[src/rtl/iee_pkg.sv]
`timescale 1ns / 1ps
package iee_pkg;
    localparam int StackDepth = 32;
    localparam int PtrW = $clog2(StackDepth);
    localparam int CntW = PtrW + 1;

    typedef enum logic [3:0] {
        OP_END   = 4'd0,
        OP_OPEN  = 4'd1,
        OP_CLOSE = 4'd2,
        OP_ADD   = 4'd3,
        OP_SUB   = 4'd4,
        OP_MUL   = 4'd5,
        OP_DIV   = 4'd6,
        OP_MOD   = 4'd7,
        OP_XOR   = 4'd8
    } t_op;

    typedef enum logic [1:0] {
        ST_OK        = 2'd0,
        ST_DIVZERO   = 2'd1,
        ST_OVERFLOW  = 2'd2,
        ST_MALFORMED = 2'd3
    } t_status;

    typedef enum logic [3:0] {
        S_IDLE, S_READ_OP, S_DECIDE, S_POP2, S_POP1, S_ALU, S_EXEC, S_DIV, S_PUSH,
        S_DONE, S_OUT
    } t_state;

    typedef struct packed {
        logic       load_tok;
        logic       push_val;
        logic       push_opr;
        logic       pop_opr;
        logic       rd_opr;
        logic       rd_val;
        logic       pop_val_r;
        logic       pop_val_l;
        logic       alu_go;
        logic       div_go;
        logic       push_res;
        logic       flag_malf;
        logic       flag_ovf;
        logic       rd_bottom;
        logic       set_done;
        logic       out_load;
    } t_cmd;

    typedef struct packed {
        logic       tok_kind;
        logic [3:0] tok_op;
        logic [3:0] top_op;
        logic       opr_empty;
        logic       opr_full;
        logic       val_lt2;
        logic       div_busy;
        logic       out_busy;
    } t_sts;

    function automatic logic [3:0] prio_in(input logic [3:0] op);
        case (op)
            OP_END:                  prio_in = 4'd0;
            OP_OPEN:                 prio_in = 4'd1;
            OP_CLOSE:                prio_in = 4'd8;
            OP_ADD, OP_SUB:          prio_in = 4'd3;
            OP_MUL, OP_DIV, OP_MOD:  prio_in = 4'd5;
            OP_XOR:                  prio_in = 4'd7;
            default:                 prio_in = 4'd0;
        endcase
    endfunction

    function automatic logic [3:0] prio_new(input logic [3:0] op);
        case (op)
            OP_END:                  prio_new = 4'd0;
            OP_OPEN:                 prio_new = 4'd8;
            OP_CLOSE:                prio_new = 4'd1;
            OP_ADD, OP_SUB:          prio_new = 4'd2;
            OP_MUL, OP_DIV, OP_MOD:  prio_new = 4'd4;
            OP_XOR:                  prio_new = 4'd6;
            default:                 prio_new = 4'd0;
        endcase
    endfunction
endpackage

[src/rtl/infix_expression_evaluator.sv]
`timescale 1ns / 1ps
// channel | handshake          | fields
// in      | i_valid o_stall    | i_token_kind i_operand_value i_op_code (one request)
// out     | o_valid i_stall    | o_done_res o_value o_status (one result per request)
// Each operator token may first reduce stacked operators; a divide/modulo reduction waits on the
// divider, and a malformed stacked operator is popped and dropped; the divider sets the worst case.
// Reset clears stack counts, error latch and output valid.
// A stalled result holds; the next request is taken, its result waits until it can be placed.
module infix_expression_evaluator (
    input  logic               i_clk,
    input  logic               i_rst_n,
    input  logic               i_valid,
    output logic               o_stall,
    input  logic               i_token_kind,
    input  logic signed [31:0] i_operand_value,
    input  logic [3:0]         i_op_code,
    output logic               o_valid,
    input  logic               i_stall,
    output logic               o_done_res,
    output logic signed [31:0] o_value,
    output logic [1:0]         o_status
);
    import iee_pkg::*;
    t_cmd cmd;
    t_sts sts;
    iee_ctrl u_ctrl (.i_clk, .i_rst_n, .i_valid, .o_stall, .i_sts(sts), .o_cmd(cmd));
    iee_datapath u_dp (.i_clk, .i_rst_n, .i_cmd(cmd), .o_sts(sts), .i_token_kind,
        .i_operand_value, .i_op_code, .i_stall, .o_valid, .o_done_res, .o_value,
        .o_status);
endmodule

[src/rtl/iee_div.sv]
`timescale 1ns / 1ps
module iee_div (
    input  logic        i_clk,
    input  logic        i_rst_n,
    input  logic        i_start,
    input  logic [31:0] i_num,
    input  logic [31:0] i_den,
    output logic        o_busy,
    output logic [31:0] o_quo,
    output logic [31:0] o_rem
);
    logic [31:0] r_q, r_d, r_r;
    logic [5:0]  r_cnt;
    logic        r_busy, r_nq, r_nr;
    logic [32:0] w_sh, w_sub;

    assign w_sh  = {r_r, r_q[31]};
    assign w_sub = w_sh - {1'b0, r_d};

    always_ff @(posedge i_clk) begin
        if (!i_rst_n) begin
            r_busy <= 1'b0;
            r_cnt  <= '0;
        end else if (i_start) begin
            r_busy <= 1'b1;
            r_cnt  <= 6'd32;
            r_q    <= i_num[31] ? -i_num : i_num;
            r_d    <= i_den[31] ? -i_den : i_den;
            r_r    <= '0;
            r_nq   <= i_num[31] ^ i_den[31];
            r_nr   <= i_num[31];
        end else if (r_busy) begin
            if (!w_sub[32]) begin
                r_r <= w_sub[31:0];
                r_q <= {r_q[30:0], 1'b1};
            end else begin
                r_r <= w_sh[31:0];
                r_q <= {r_q[30:0], 1'b0};
            end
            r_cnt <= r_cnt - 6'd1;
            if (r_cnt == 6'd1) r_busy <= 1'b0;
        end
    end

    assign o_busy = r_busy;
    assign o_quo  = r_nq ? -r_q : r_q;
    assign o_rem  = r_nr ? -r_r : r_r;
endmodule

[src/rtl/iee_datapath.sv]
`timescale 1ns / 1ps
module iee_datapath (
    input  logic                i_clk,
    input  logic                i_rst_n,
    input  iee_pkg::t_cmd       i_cmd,
    output iee_pkg::t_sts       o_sts,
    input  logic                i_token_kind,
    input  logic signed [31:0]  i_operand_value,
    input  logic [3:0]          i_op_code,
    input  logic                i_stall,
    output logic                o_valid,
    output logic                o_done_res,
    output logic signed [31:0]  o_value,
    output logic [1:0]          o_status
);
    import iee_pkg::*;

    logic [31:0]     r_vmem [StackDepth];
    logic [3:0]      r_omem [StackDepth];
    logic [CntW-1:0] r_vcnt, r_ocnt;
    logic [31:0]     r_tval, r_vrd, r_right, r_left, r_res;
    logic            r_tkind, r_done, r_ovalid, r_odone;
    logic [3:0]      r_top, r_tok;
    logic [1:0]      r_err, r_ostat;
    logic [31:0]     r_oval;
    logic            div_busy;
    logic [31:0]     quo, rem;
    logic [1:0]      n_err;
    logic [31:0]     n_push;
    logic            n_vpush, n_fault;

    iee_div u_div (
        .i_clk   (i_clk),
        .i_rst_n (i_rst_n),
        .i_start (i_cmd.div_go),
        .i_num   (r_left),
        .i_den   (r_right),
        .o_busy  (div_busy),
        .o_quo   (quo),
        .o_rem   (rem)
    );

    always_comb begin
        n_push = r_res;
        if (i_cmd.push_val) n_push = r_tval;
        else if (r_top == OP_DIV) n_push = (r_right == '0) ? '0 : quo;
        else if (r_top == OP_MOD) n_push = (r_right == '0) ? '0 : rem;
        n_vpush = (i_cmd.push_val || i_cmd.push_res) && r_vcnt < CntW'(StackDepth);
        n_fault = ((i_cmd.push_val || i_cmd.push_res) && !n_vpush) || i_cmd.flag_ovf;
        n_err   = r_err;
        if (r_err == ST_OK) begin
            if (i_cmd.flag_malf || (i_cmd.set_done && r_vcnt != CntW'(1)))
                n_err = ST_MALFORMED;
            else if (n_fault) n_err = ST_OVERFLOW;
            else if (i_cmd.div_go && r_right == '0) n_err = ST_DIVZERO;
        end
    end

    always_ff @(posedge i_clk) begin
        if (i_cmd.load_tok) begin
            r_tkind <= i_token_kind;
            r_tval  <= i_operand_value;
            r_tok   <= i_op_code;
        end
        if (n_vpush) r_vmem[r_vcnt[PtrW-1:0]] <= n_push;
        if (i_cmd.push_opr && r_ocnt < CntW'(StackDepth))
            r_omem[r_ocnt[PtrW-1:0]] <= r_tok;
        if (i_cmd.rd_opr) r_top <= r_omem[r_ocnt[PtrW-1:0] - PtrW'(1)];
        if (i_cmd.rd_val) r_vrd <= r_vmem[r_vcnt[PtrW-1:0] - PtrW'(1)];
        if (i_cmd.rd_bottom) r_vrd <= r_vmem[0];
        if (i_cmd.pop_val_r) r_right <= r_vrd;
        if (i_cmd.pop_val_l) r_left <= r_vrd;
        if (i_cmd.alu_go) begin
            case (r_top)
                OP_ADD:  r_res <= r_left + r_right;
                OP_SUB:  r_res <= r_left - r_right;
                OP_MUL:  r_res <= r_left * r_right;
                OP_XOR:  r_res <= r_left ^ r_right;
                default: r_res <= '0;
            endcase
        end
        if (i_cmd.out_load) begin
            r_odone <= r_done;
            r_ostat <= n_err;
            r_oval  <= (r_done && n_err == ST_OK) ? r_vrd : '0;
        end
    end

    always_ff @(posedge i_clk) begin
        if (!i_rst_n) begin
            r_vcnt   <= '0;
            r_ocnt   <= '0;
            r_err    <= ST_OK;
            r_done   <= 1'b0;
            r_ovalid <= 1'b0;
        end else begin
            if (i_cmd.out_load && r_done) begin
                r_vcnt <= '0;
                r_ocnt <= '0;
                r_err  <= ST_OK;
                r_done <= 1'b0;
            end else begin
                r_err <= n_err;
                if (n_vpush) r_vcnt <= r_vcnt + 1'b1;
                else if (i_cmd.pop_val_r || i_cmd.pop_val_l) r_vcnt <= r_vcnt - 1'b1;
                if (i_cmd.push_opr && r_ocnt < CntW'(StackDepth)) r_ocnt <= r_ocnt + 1'b1;
                else if (i_cmd.pop_opr) r_ocnt <= r_ocnt - 1'b1;
                if (i_cmd.set_done) r_done <= 1'b1;
            end
            if (i_cmd.out_load) r_ovalid <= 1'b1;
            else if (r_ovalid && !i_stall) r_ovalid <= 1'b0;
        end
    end

    always_comb begin
        o_sts.tok_kind  = r_tkind;
        o_sts.tok_op    = r_tok;
        o_sts.top_op    = r_top;
        o_sts.opr_empty = r_ocnt == '0;
        o_sts.opr_full  = r_ocnt >= CntW'(StackDepth);
        o_sts.val_lt2   = r_vcnt < CntW'(2);
        o_sts.div_busy  = div_busy;
        o_sts.out_busy  = r_ovalid && i_stall;
    end

    assign o_valid    = r_ovalid;
    assign o_done_res = r_odone;
    assign o_value    = r_oval;
    assign o_status   = r_ostat;

    assert property (@(posedge i_clk) disable iff (!i_rst_n)
        r_vcnt <= CntW'(StackDepth))
        else $error("operand count beyond depth");
    assert property (@(posedge i_clk) disable iff (!i_rst_n)
        r_ocnt <= CntW'(StackDepth))
        else $error("operator count beyond depth");
    assert property (@(posedge i_clk) disable iff (!i_rst_n)
        r_err != ST_OK |=> r_err == $past(r_err) || $past(i_cmd.out_load))
        else $error("error latch changed");
endmodule

[src/rtl/iee_ctrl.sv]
`timescale 1ns / 1ps
module iee_ctrl (
    input  logic          i_clk,
    input  logic          i_rst_n,
    input  logic          i_valid,
    output logic          o_stall,
    input  iee_pkg::t_sts i_sts,
    output iee_pkg::t_cmd o_cmd
);
    import iee_pkg::*;

    t_state r_state, n_state;
    logic [3:0] a, b;

    always_ff @(posedge i_clk) begin
        if (!i_rst_n) r_state <= S_IDLE;
        else          r_state <= n_state;
    end

    always_comb begin
        n_state = r_state;
        o_cmd   = '0;
        o_stall = 1'b1;
        a = i_sts.opr_empty ? prio_in(OP_END) : prio_in(i_sts.top_op);
        b = prio_new(i_sts.tok_op);
        case (r_state)
            S_IDLE: begin
                o_stall = 1'b0;
                if (i_valid) begin
                    o_cmd.load_tok = 1'b1;
                    n_state = S_READ_OP;
                end
            end
            S_READ_OP: begin
                if (!i_sts.tok_kind) begin
                    o_cmd.push_val = 1'b1;
                    n_state = S_OUT;
                end else if (i_sts.tok_op > OP_XOR) begin
                    o_cmd.flag_malf = 1'b1;
                    n_state = S_OUT;
                end else begin
                    o_cmd.rd_opr = 1'b1;
                    n_state = S_DECIDE;
                end
            end
            S_DECIDE: begin
                if (i_sts.opr_empty && i_sts.tok_op == OP_END) begin
                    o_cmd.set_done = 1'b1;
                    o_cmd.rd_bottom = 1'b1;
                    n_state = S_DONE;
                end else if (a < b) begin
                    if (i_sts.tok_op == OP_CLOSE) o_cmd.flag_malf = 1'b1;
                    else if (i_sts.opr_full) o_cmd.flag_ovf = 1'b1;
                    else o_cmd.push_opr = 1'b1;
                    n_state = S_OUT;
                end else if (a == b) begin
                    o_cmd.pop_opr = 1'b1;
                    n_state = S_OUT;
                end else begin
                    o_cmd.pop_opr = 1'b1;
                    if (i_sts.top_op == OP_OPEN || i_sts.val_lt2) begin
                        o_cmd.flag_malf = 1'b1;
                        n_state = S_READ_OP;
                    end else begin
                        o_cmd.rd_val = 1'b1;
                        n_state = S_POP2;
                    end
                end
            end
            S_POP2: begin
                o_cmd.pop_val_r = 1'b1;
                n_state = S_POP1;
            end
            S_POP1: begin
                o_cmd.rd_val = 1'b1;
                n_state = S_ALU;
            end
            S_ALU: begin
                o_cmd.pop_val_l = 1'b1;
                n_state = S_EXEC;
            end
            S_EXEC: begin
                if (i_sts.top_op == OP_DIV || i_sts.top_op == OP_MOD) begin
                    o_cmd.div_go = 1'b1;
                    n_state = S_DIV;
                end else begin
                    o_cmd.alu_go = 1'b1;
                    n_state = S_PUSH;
                end
            end
            S_PUSH: begin
                o_cmd.push_res = 1'b1;
                n_state = S_READ_OP;
            end
            S_DIV: begin
                if (!i_sts.div_busy) begin
                    o_cmd.push_res = 1'b1;
                    n_state = S_READ_OP;
                end
            end
            S_DONE: begin
                if (!i_sts.out_busy) begin
                    o_cmd.out_load = 1'b1;
                    n_state = S_IDLE;
                end
            end
            S_OUT: begin
                if (!i_sts.out_busy) begin
                    o_cmd.out_load = 1'b1;
                    n_state = S_IDLE;
                end
            end
            default: n_state = S_IDLE;
        endcase
    end
endmodule
[config.mk]
export PLATFORM = sky130hd
export DESIGN_NAME = infix_expression_evaluator
export DESIGN_NICKNAME = d
export VERILOG_FILES = /design/src/rtl/iee_pkg.sv /design/src/rtl/infix_expression_evaluator.sv /design/src/rtl/iee_div.sv /design/src/rtl/iee_datapath.sv /design/src/rtl/iee_ctrl.sv
export SDC_FILE = /design/constraint.sdc
export NUM_CORES = 2
export LEC_CHECK = 0
export BUFFER_PORTS_ARGS = -buffer_cell sky130_fd_sc_hd__buf_2
export CAP_MARGIN = 20
export CORE_MARGIN = 2
export CORE_UTILIZATION = 45
export CTS_CLUSTER_DIAMETER = 30
export DETAILED_ROUTE_END_ITERATION = 8
export GPL_ROUTABILITY_DRIVEN = 1
export PLACE_DENSITY_LB_ADDON = 0.08
export SLEW_MARGIN = 10
export SYNTH_ARGS = -nofsm -noshare
export SYNTH_HDL_FRONTEND = slang
export SYNTH_HIERARCHICAL = 1
export SYNTH_SLANG_ARGS = --single-unit
[constraint.sdc]
create_clock -name i_clk -period 8.2 [get_ports i_clk]
set_input_delay 1.64 -clock i_clk [delete_from_list [all_inputs] [get_ports i_clk]]
set_output_delay 1.64 -clock i_clk [all_outputs]
set_load 0.02 [all_outputs]
Word-level counts from Yosys, hierarchy flattened

Memory sizes are Yosys's and may differ from the RTL's. A register that Yosys moved wholly into a read port is not among the register bits.
Index checks and enable logic that the tools add are counted.

Register bits: 325
Memory bits (writable): 1152
ROM bits: 128
Bits of input ports: 41
Output and inout bits: 37
Logic and storage cells: 202
Memories kept: 4

Add/sub/neg operators: 14
$mul: 1
Order comparisons: 6
Eq/ne operators: 24
Muxes and demuxes: 90
Bitwise gates (word level): 3
Reductions and logical operators: 35

Memories:

| memory           | words | bits a word | read ports | clocked after memory_dff | write ports | line               | source |
|---|---|---|---|---|---|---|---|
| u_dp.r_vmem      | 32    | 32          | 2          | 0                        | 1           | iee_datapath.sv:18 | `logic [31:0] r_vmem [StackDepth];` |
| u_dp.r_omem      | 32    | 4           | 1          | 1                        | 1           | iee_datapath.sv:19 | `logic [3:0] r_omem [StackDepth];` |
| (name not given) | 16    | 4           | 1          | 0                        | 0           | iee_pkg.sv:62      | `case (op)` |
| (name not given) | 16    | 4           | 1          | 1                        | 0           | iee_pkg.sv:74      | `case (op)` |

Operators with widths:

| cell                | count |
|---|---|
| $mux 32             | 14 |
| $neg 32->32         | 4 |
| $pmux 32 s4         | 1 |
| $mux 4              | 11 |
| $mux 1              | 42 |
| $pmux 4 s10         | 1 |
| $mux 6              | 6 |
| $sub 33x32->33      | 1 |
| $add 32x32->32      | 1 |
| $eq 4x3->1 const B  | 8 |
| $logic_not 32->1    | 1 |
| $mul 32x32->32      | 1 |
| $sub 32x32->32      | 1 |
| $xor 32x32->32      | 1 |
| $mux 31             | 1 |
| $mux 2              | 10 |
| $sub 6x1->6 const B | 3 |
| $eq 4x2->1 const B  | 4 |
| $eq 4x4->1 const B  | 4 |
| $add 6x1->6 const B | 2 |
| $lt 6x6->1 const B  | 2 |
| $logic_and 1x1->1   | 10 |
| $reduce_bool 2->1   | 5 |
| $sub 5x1->5 const B | 2 |
| other kinds (21)    | 37 |

Logic depth before layout (Yosys ltp)

Depth in word-level cells: 13
Gate-level depth with buffers: 28
Depth with buffers taken out: 25

Cells and area by module

Netlist, hierarchy kept.

Modules (own cells, without submodules):

| module       | instances | cells an instance | area an instance (um^2) | sequential area each (um^2) |
|---|---|---|---|---|
| iee_datapath | 1         | 4478              | 71365.9                 | 41039.4 |
| iee_div      | 1         | 939               | 8319.2                  | 3083.0 |
| iee_ctrl     | 1         | 119               | 898.4                   | 80.1 |

Worst setup path after synthesis

Ideal clock, no wire load.

Path kind: register to register
From: register u_dp.r_right[3]
To: register u_dp.r_res[31] (data pin)
Setup time: 0.273 ns
Arrival: 7.040 ns
Required time: 7.927 ns
Path slack: 0.886 ns
Cell stages (with the launch flop): 25
Buffers on the path: 3
Clock period less this slack: 7.314 ns
Cell sequence: edfxtp_1 -> clkbuf_1 -> clkbuf_1 -> and2_1 -> fa_1 -> inv_1 -> fa_1 -> fa_1 -> fa_1 -> inv_1 -> fa_1 -> fa_1 -> fa_1 -> fa_1 -> ha_1 -> clkbuf_1 -> nand2_1 -> o21ai_0 -> a211oi_1 -> o31ai_1 -> a22o_1 -> a211oi_1 -> o31ai_1 -> xnor2_1 -> o221ai_1

Word-level cells in the longest chain between the ends: 2
Elaborated cells on any way between the ends: 4
Classes of those cells: add/sub (2); mul (1); mux (1)

Ends and longest elaborated chain:

| what                                   | line               | source |
|---|---|---|
| from (decl)                            | iee_datapath.sv:21 | `logic [31:0] r_tval, r_vrd, r_right, r_left, r_res;` |
| from (signal assigned)                 | iee_datapath.sv:71 | `if (i_cmd.pop_val_r) r_right <= r_vrd;` |
| $mul 32x32->32 (tied with other cells) | iee_datapath.sv:77 | `OP_MUL: r_res <= r_left * r_right;` |
| $pmux 32 s4 *                          | iee_datapath.sv:74 | `case (r_top)` |
| to (signal assigned)                   | iee_datapath.sv:75 | `OP_ADD: r_res <= r_left + r_right;` |
| to (signal assigned)                   | iee_datapath.sv:77 |  |
| to (signal assigned)                   | iee_datapath.sv:78 | `OP_XOR: r_res <= r_left ^ r_right;` |
| to (decl)                              | iee_datapath.sv:21 |  |

Every way passes the cells marked *; elsewhere a longest branch is shown, timed or not.
A chain may end at the register's enable or synchronous reset.

Final worst setup path

From: register u_dp.r_right[2]
To: register u_dp.r_res[31] (data pin)

Same word-level chain as after synthesis.

==> metrics <==
area leader, netlist edfxtp_1; flop2flop setup slack roughly 0.35 ns; first-pass iteration count of the detailed router 6; Rows 155; # IOs 78; cell area after layout between 90000 and 100000 µm²; worst setup path class flop to flop; Tmin final just under 8 ns; Mapped Nets around 6.2k; final worst-path cycle share a little over nine tenths; Max Clock Skew between 0.07 and 0.08 ns; worst hold path startpoint u_dp/u_div/r_cnt[1]$_SDFFE_PP0P_; Slew @ Worst Pin 1.252 ns; PostCTS Resize Cnt 0; fmax 127.3 MHz; worst path arrival time ~8.5 ns; Cells after Synth between 5k and 6k; layout overhead on the synthesized area 19.55%; predominant post-synthesis flop cell edfxtp_1; post-synthesis sequential area ratio between 50% and 60%; WL final around 230000 µm; vias in the first global route 50.12k; FFs w/ async S/R, synth 0%; Post-synth EDFFs 1454; final setup vio count 0; Final #Nets between 6k and 7k; Root Driver clkbuf_16; IO buf count 77; outcome complete, no violations; MaxCap Viol Count 0; Die Y 427.2 µm; Overflow after GRT 0; hold path endpoint u_dp/u_div/r_cnt[1]$_SDFFE_PP0P_; DP HPWL roughly 150000 µm; initial antenna violation count 9; commonest non-fill, non-tap cell in the layout edfxtp_1; Core ar. ~180000 µm²; crit start category flop; CP Max Fanout 15; share of the synthesized area in the top cell type approximately 54%; worst hold stages 2; global-route wire length before repair approximately 340000 µm; largest cells by area after synthesis edfxtp_1, fa_1, mux4_2; initial DRC count around 4.0k; layout cell share with drive strength beyond 1 ~22%; wire per inst between 20 and 30 µm; Initial Utilization approximately 45%; Placer Congestion a little over 0.9; Residual DRC 0; most frequent cells in the layout edfxtp_1, inv_1, nand2_1; Vias per Instance 5.668; Mapped Area slightly above 80000 µm²; Reg2Reg Depth 22; unrepaired setup endpoints after global routing no; reg2reg start u_dp/r_right[2]$_DFFE_PP_; Worst-path clk slew roughly 0.04 ns; Inserted Clock Buffers around 350; via count 48.20k; DIE AREA between 150000 and 200000 µm²; Yosys warning count 6; antenna-violating nets left 0; Rel. slew slack between 10% and 20%; clock buffer depth 4; placed cell areas ~85000 µm²; Crit path required time 8.81 ns; synth unique cells 94; syn_area_per_cell 14.56 µm²; crit path capture type flop; clock latency on the worst-skew pair ~0.94 ns; post-cts hold buffer count 0; setup bufs post-CTS 0; Die Wd approximately 430 µm; worst r2r dst u_dp/r_res[31]$_DFFE_PP_; largest net degree at the start of global routing 125; CTS Sinks approximately 1.5k; number of H-tree levels 5; Total Routing Usage GR between 20% and 30%; Seq cells post-synth 1481; Fin. Hold Viols 0; CTS tree built; hold crit path type flop to flop; Final Slew Violations 0; Fin Setup TNS 0 ns
[state kept, by name, summed over array words and instances (netlist names), 2 cells and up]
register	flops
u_dp/u_div/r_cnt	6
u_dp/r_vrd	32
u_dp/r_omem	128
u_dp/r_vmem	1024
u_dp/r_res	32
u_dp/r_right	32
u_dp/r_ocnt	6
u_dp/r_tok	4
u_dp/o_status	2
u_dp/o_value	32
u_dp/r_top	4
u_dp/r_err	2
u_dp/r_left	32
u_dp/u_div/r_r	32
u_dp/u_div/r_d	32
u_ctrl/r_state	4
u_dp/r_vcnt	6
u_dp/u_div/r_q	32
u_dp/r_tval	32
[cell usage after synthesis, types with 6 or more instances]
cell type	n
a211oi_1	18
a21o_1	28
a21oi_1	193
a221oi_1	10
a221oi_2	24
a22oi_1	14
a31oi_1	10
and2_1	338
and3_1	11
buf_1	36
buf_2	13
buf_4	9
clkbuf_1	222
dfxtp_1	27
edfxtp_1	1454
fa_1	411
ha_1	226
inv_1	486
mux2_2	44
mux2i_1	37
mux4_2	360
nand2_1	436
nand2b_1	29
nand3_1	30
nand3b_1	12
nand4_1	9
nor2_1	206
nor2b_1	20
nor3_1	40
nor3b_1	11
nor4_1	15
nor4b_1	8
o211ai_1	9
o21a_1	20
o21ai_0	156
o21bai_1	10
o221ai_1	12
o31ai_1	52
o41ai_1	20
or2_2	10
or3_1	28
or4_1	22
or4_4	6
xnor2_1	217
xor2_1	97
[stage by stage]
| stage | setup slack (ns) | hold WS (ns) | util [%] | cells |
|---|---|---|---|---|
| detailed placement | 0.3935 | 0.4836 | 47.61 | 7882 |
| CTS | 0.3381 | 0.4944 | 54.03 | 8504 |
| global route | 0.05530 | 0.5144 | 54.05 | 8504 |
| finish | 0.3460 | 0.4945 | 54.05 | 8505 |
| floorplan | 0.8864 | 0.4362 | - | 5536 |
| global placement | 0.5293 | 0.4802 | 47.57 | 7877 |
[cell type report]
| type | instances | area (µm²) |
|---|---|---|
| fillers | 14590 | 81890 |
| flip-flops and latches | 1481 | 44210 |
| multi-input cells | 3285 | 33940 |
| clock buffers | 407 | 9238 |
| well taps | 2355 | 2947 |
| clock inverters | 215 | 2221 |
| repair buffers | 275 | 1961 |
| inverters | 486 | 1824 |
| diodes | 1 | 2.502 |
[critical path: stages, from the launching register on]
cell	delay, ns
edfxtp_1	0.47
buf_4	0.24
and2_1	0.20
fa_1	0.53
inv_1	0.05
fa_1	0.51
fa_1	0.47
fa_1	0.56
inv_1	0.05
fa_1	0.48
fa_1	0.60
fa_1	0.44
fa_1	0.50
ha_1	0.44
nand2_1	0.10
o21ai_0	0.33
a211oi_1	0.18
o31ai_1	0.47
a22o_1	0.23
a211oi_1	0.08
o31ai_1	0.32
xnor2_1	0.18
o221ai_1	0.13
[worst max-delay path by stage]
stage | start | end | slack [ns] | depth (start not counted)
4_1_cts | u_dp/r_right[2]$_DFFE_PP_ | u_dp/r_res[31]$_DFFE_PP_ | 0.34 | 22
5_1_grt | u_dp/r_right[2]$_DFFE_PP_ | u_dp/r_res[31]$_DFFE_PP_ | 0.06 | 22
3_5_place_dp | u_dp/r_right[2]$_DFFE_PP_ | u_dp/r_res[31]$_DFFE_PP_ | 0.39 | 22
3_3_place_gp | u_dp/r_right[2]$_DFFE_PP_ | u_dp/r_res[31]$_DFFE_PP_ | 0.53 | 22
2_1_floorplan | u_dp/r_right[3]$_DFFE_PP_ | u_dp/r_res[31]$_DFFE_PP_ | 0.89 | 24
6_report | u_dp/r_right[2]$_DFFE_PP_ | u_dp/r_res[31]$_DFFE_PP_ | 0.35 | 22
[logic make-up (layout without fill, tap and decap cells)]
kind of cell / after synthesis / after routing / share of synthesized area (%)
compound gates: 629 / 629 / 5.138
xor+xnor: 314 / 314 / 3.413
fa+ha+maj: 637 / 637 / 13.72
buf+inv: 770 / 1383 / 3.689
flops: 1481 / 1481 / 54.85
mux: 441 / 441 / 11.14
other cells: 0 / 1 / 0
simple gates: 1264 / 1264 / 8.052
[routing by layer]
layer | vias up | GRT usage, % | share of wire [%] | wire length, µm
met4 | 0 | 9.619 | 3.6 | 8474
met5 | - | 0 | 0 | 0
li1 | 21000 | - | - | -
met3 | 395 | 4.225 | 5.3 | 12520
met2 | 1518 | 43.61 | 50 | 117200
met1 | 25291 | 34.53 | 41 | 96620
Power is not shown: default switching activity piles up to over one toggle a cycle in this logic, so the estimate is an artifact.
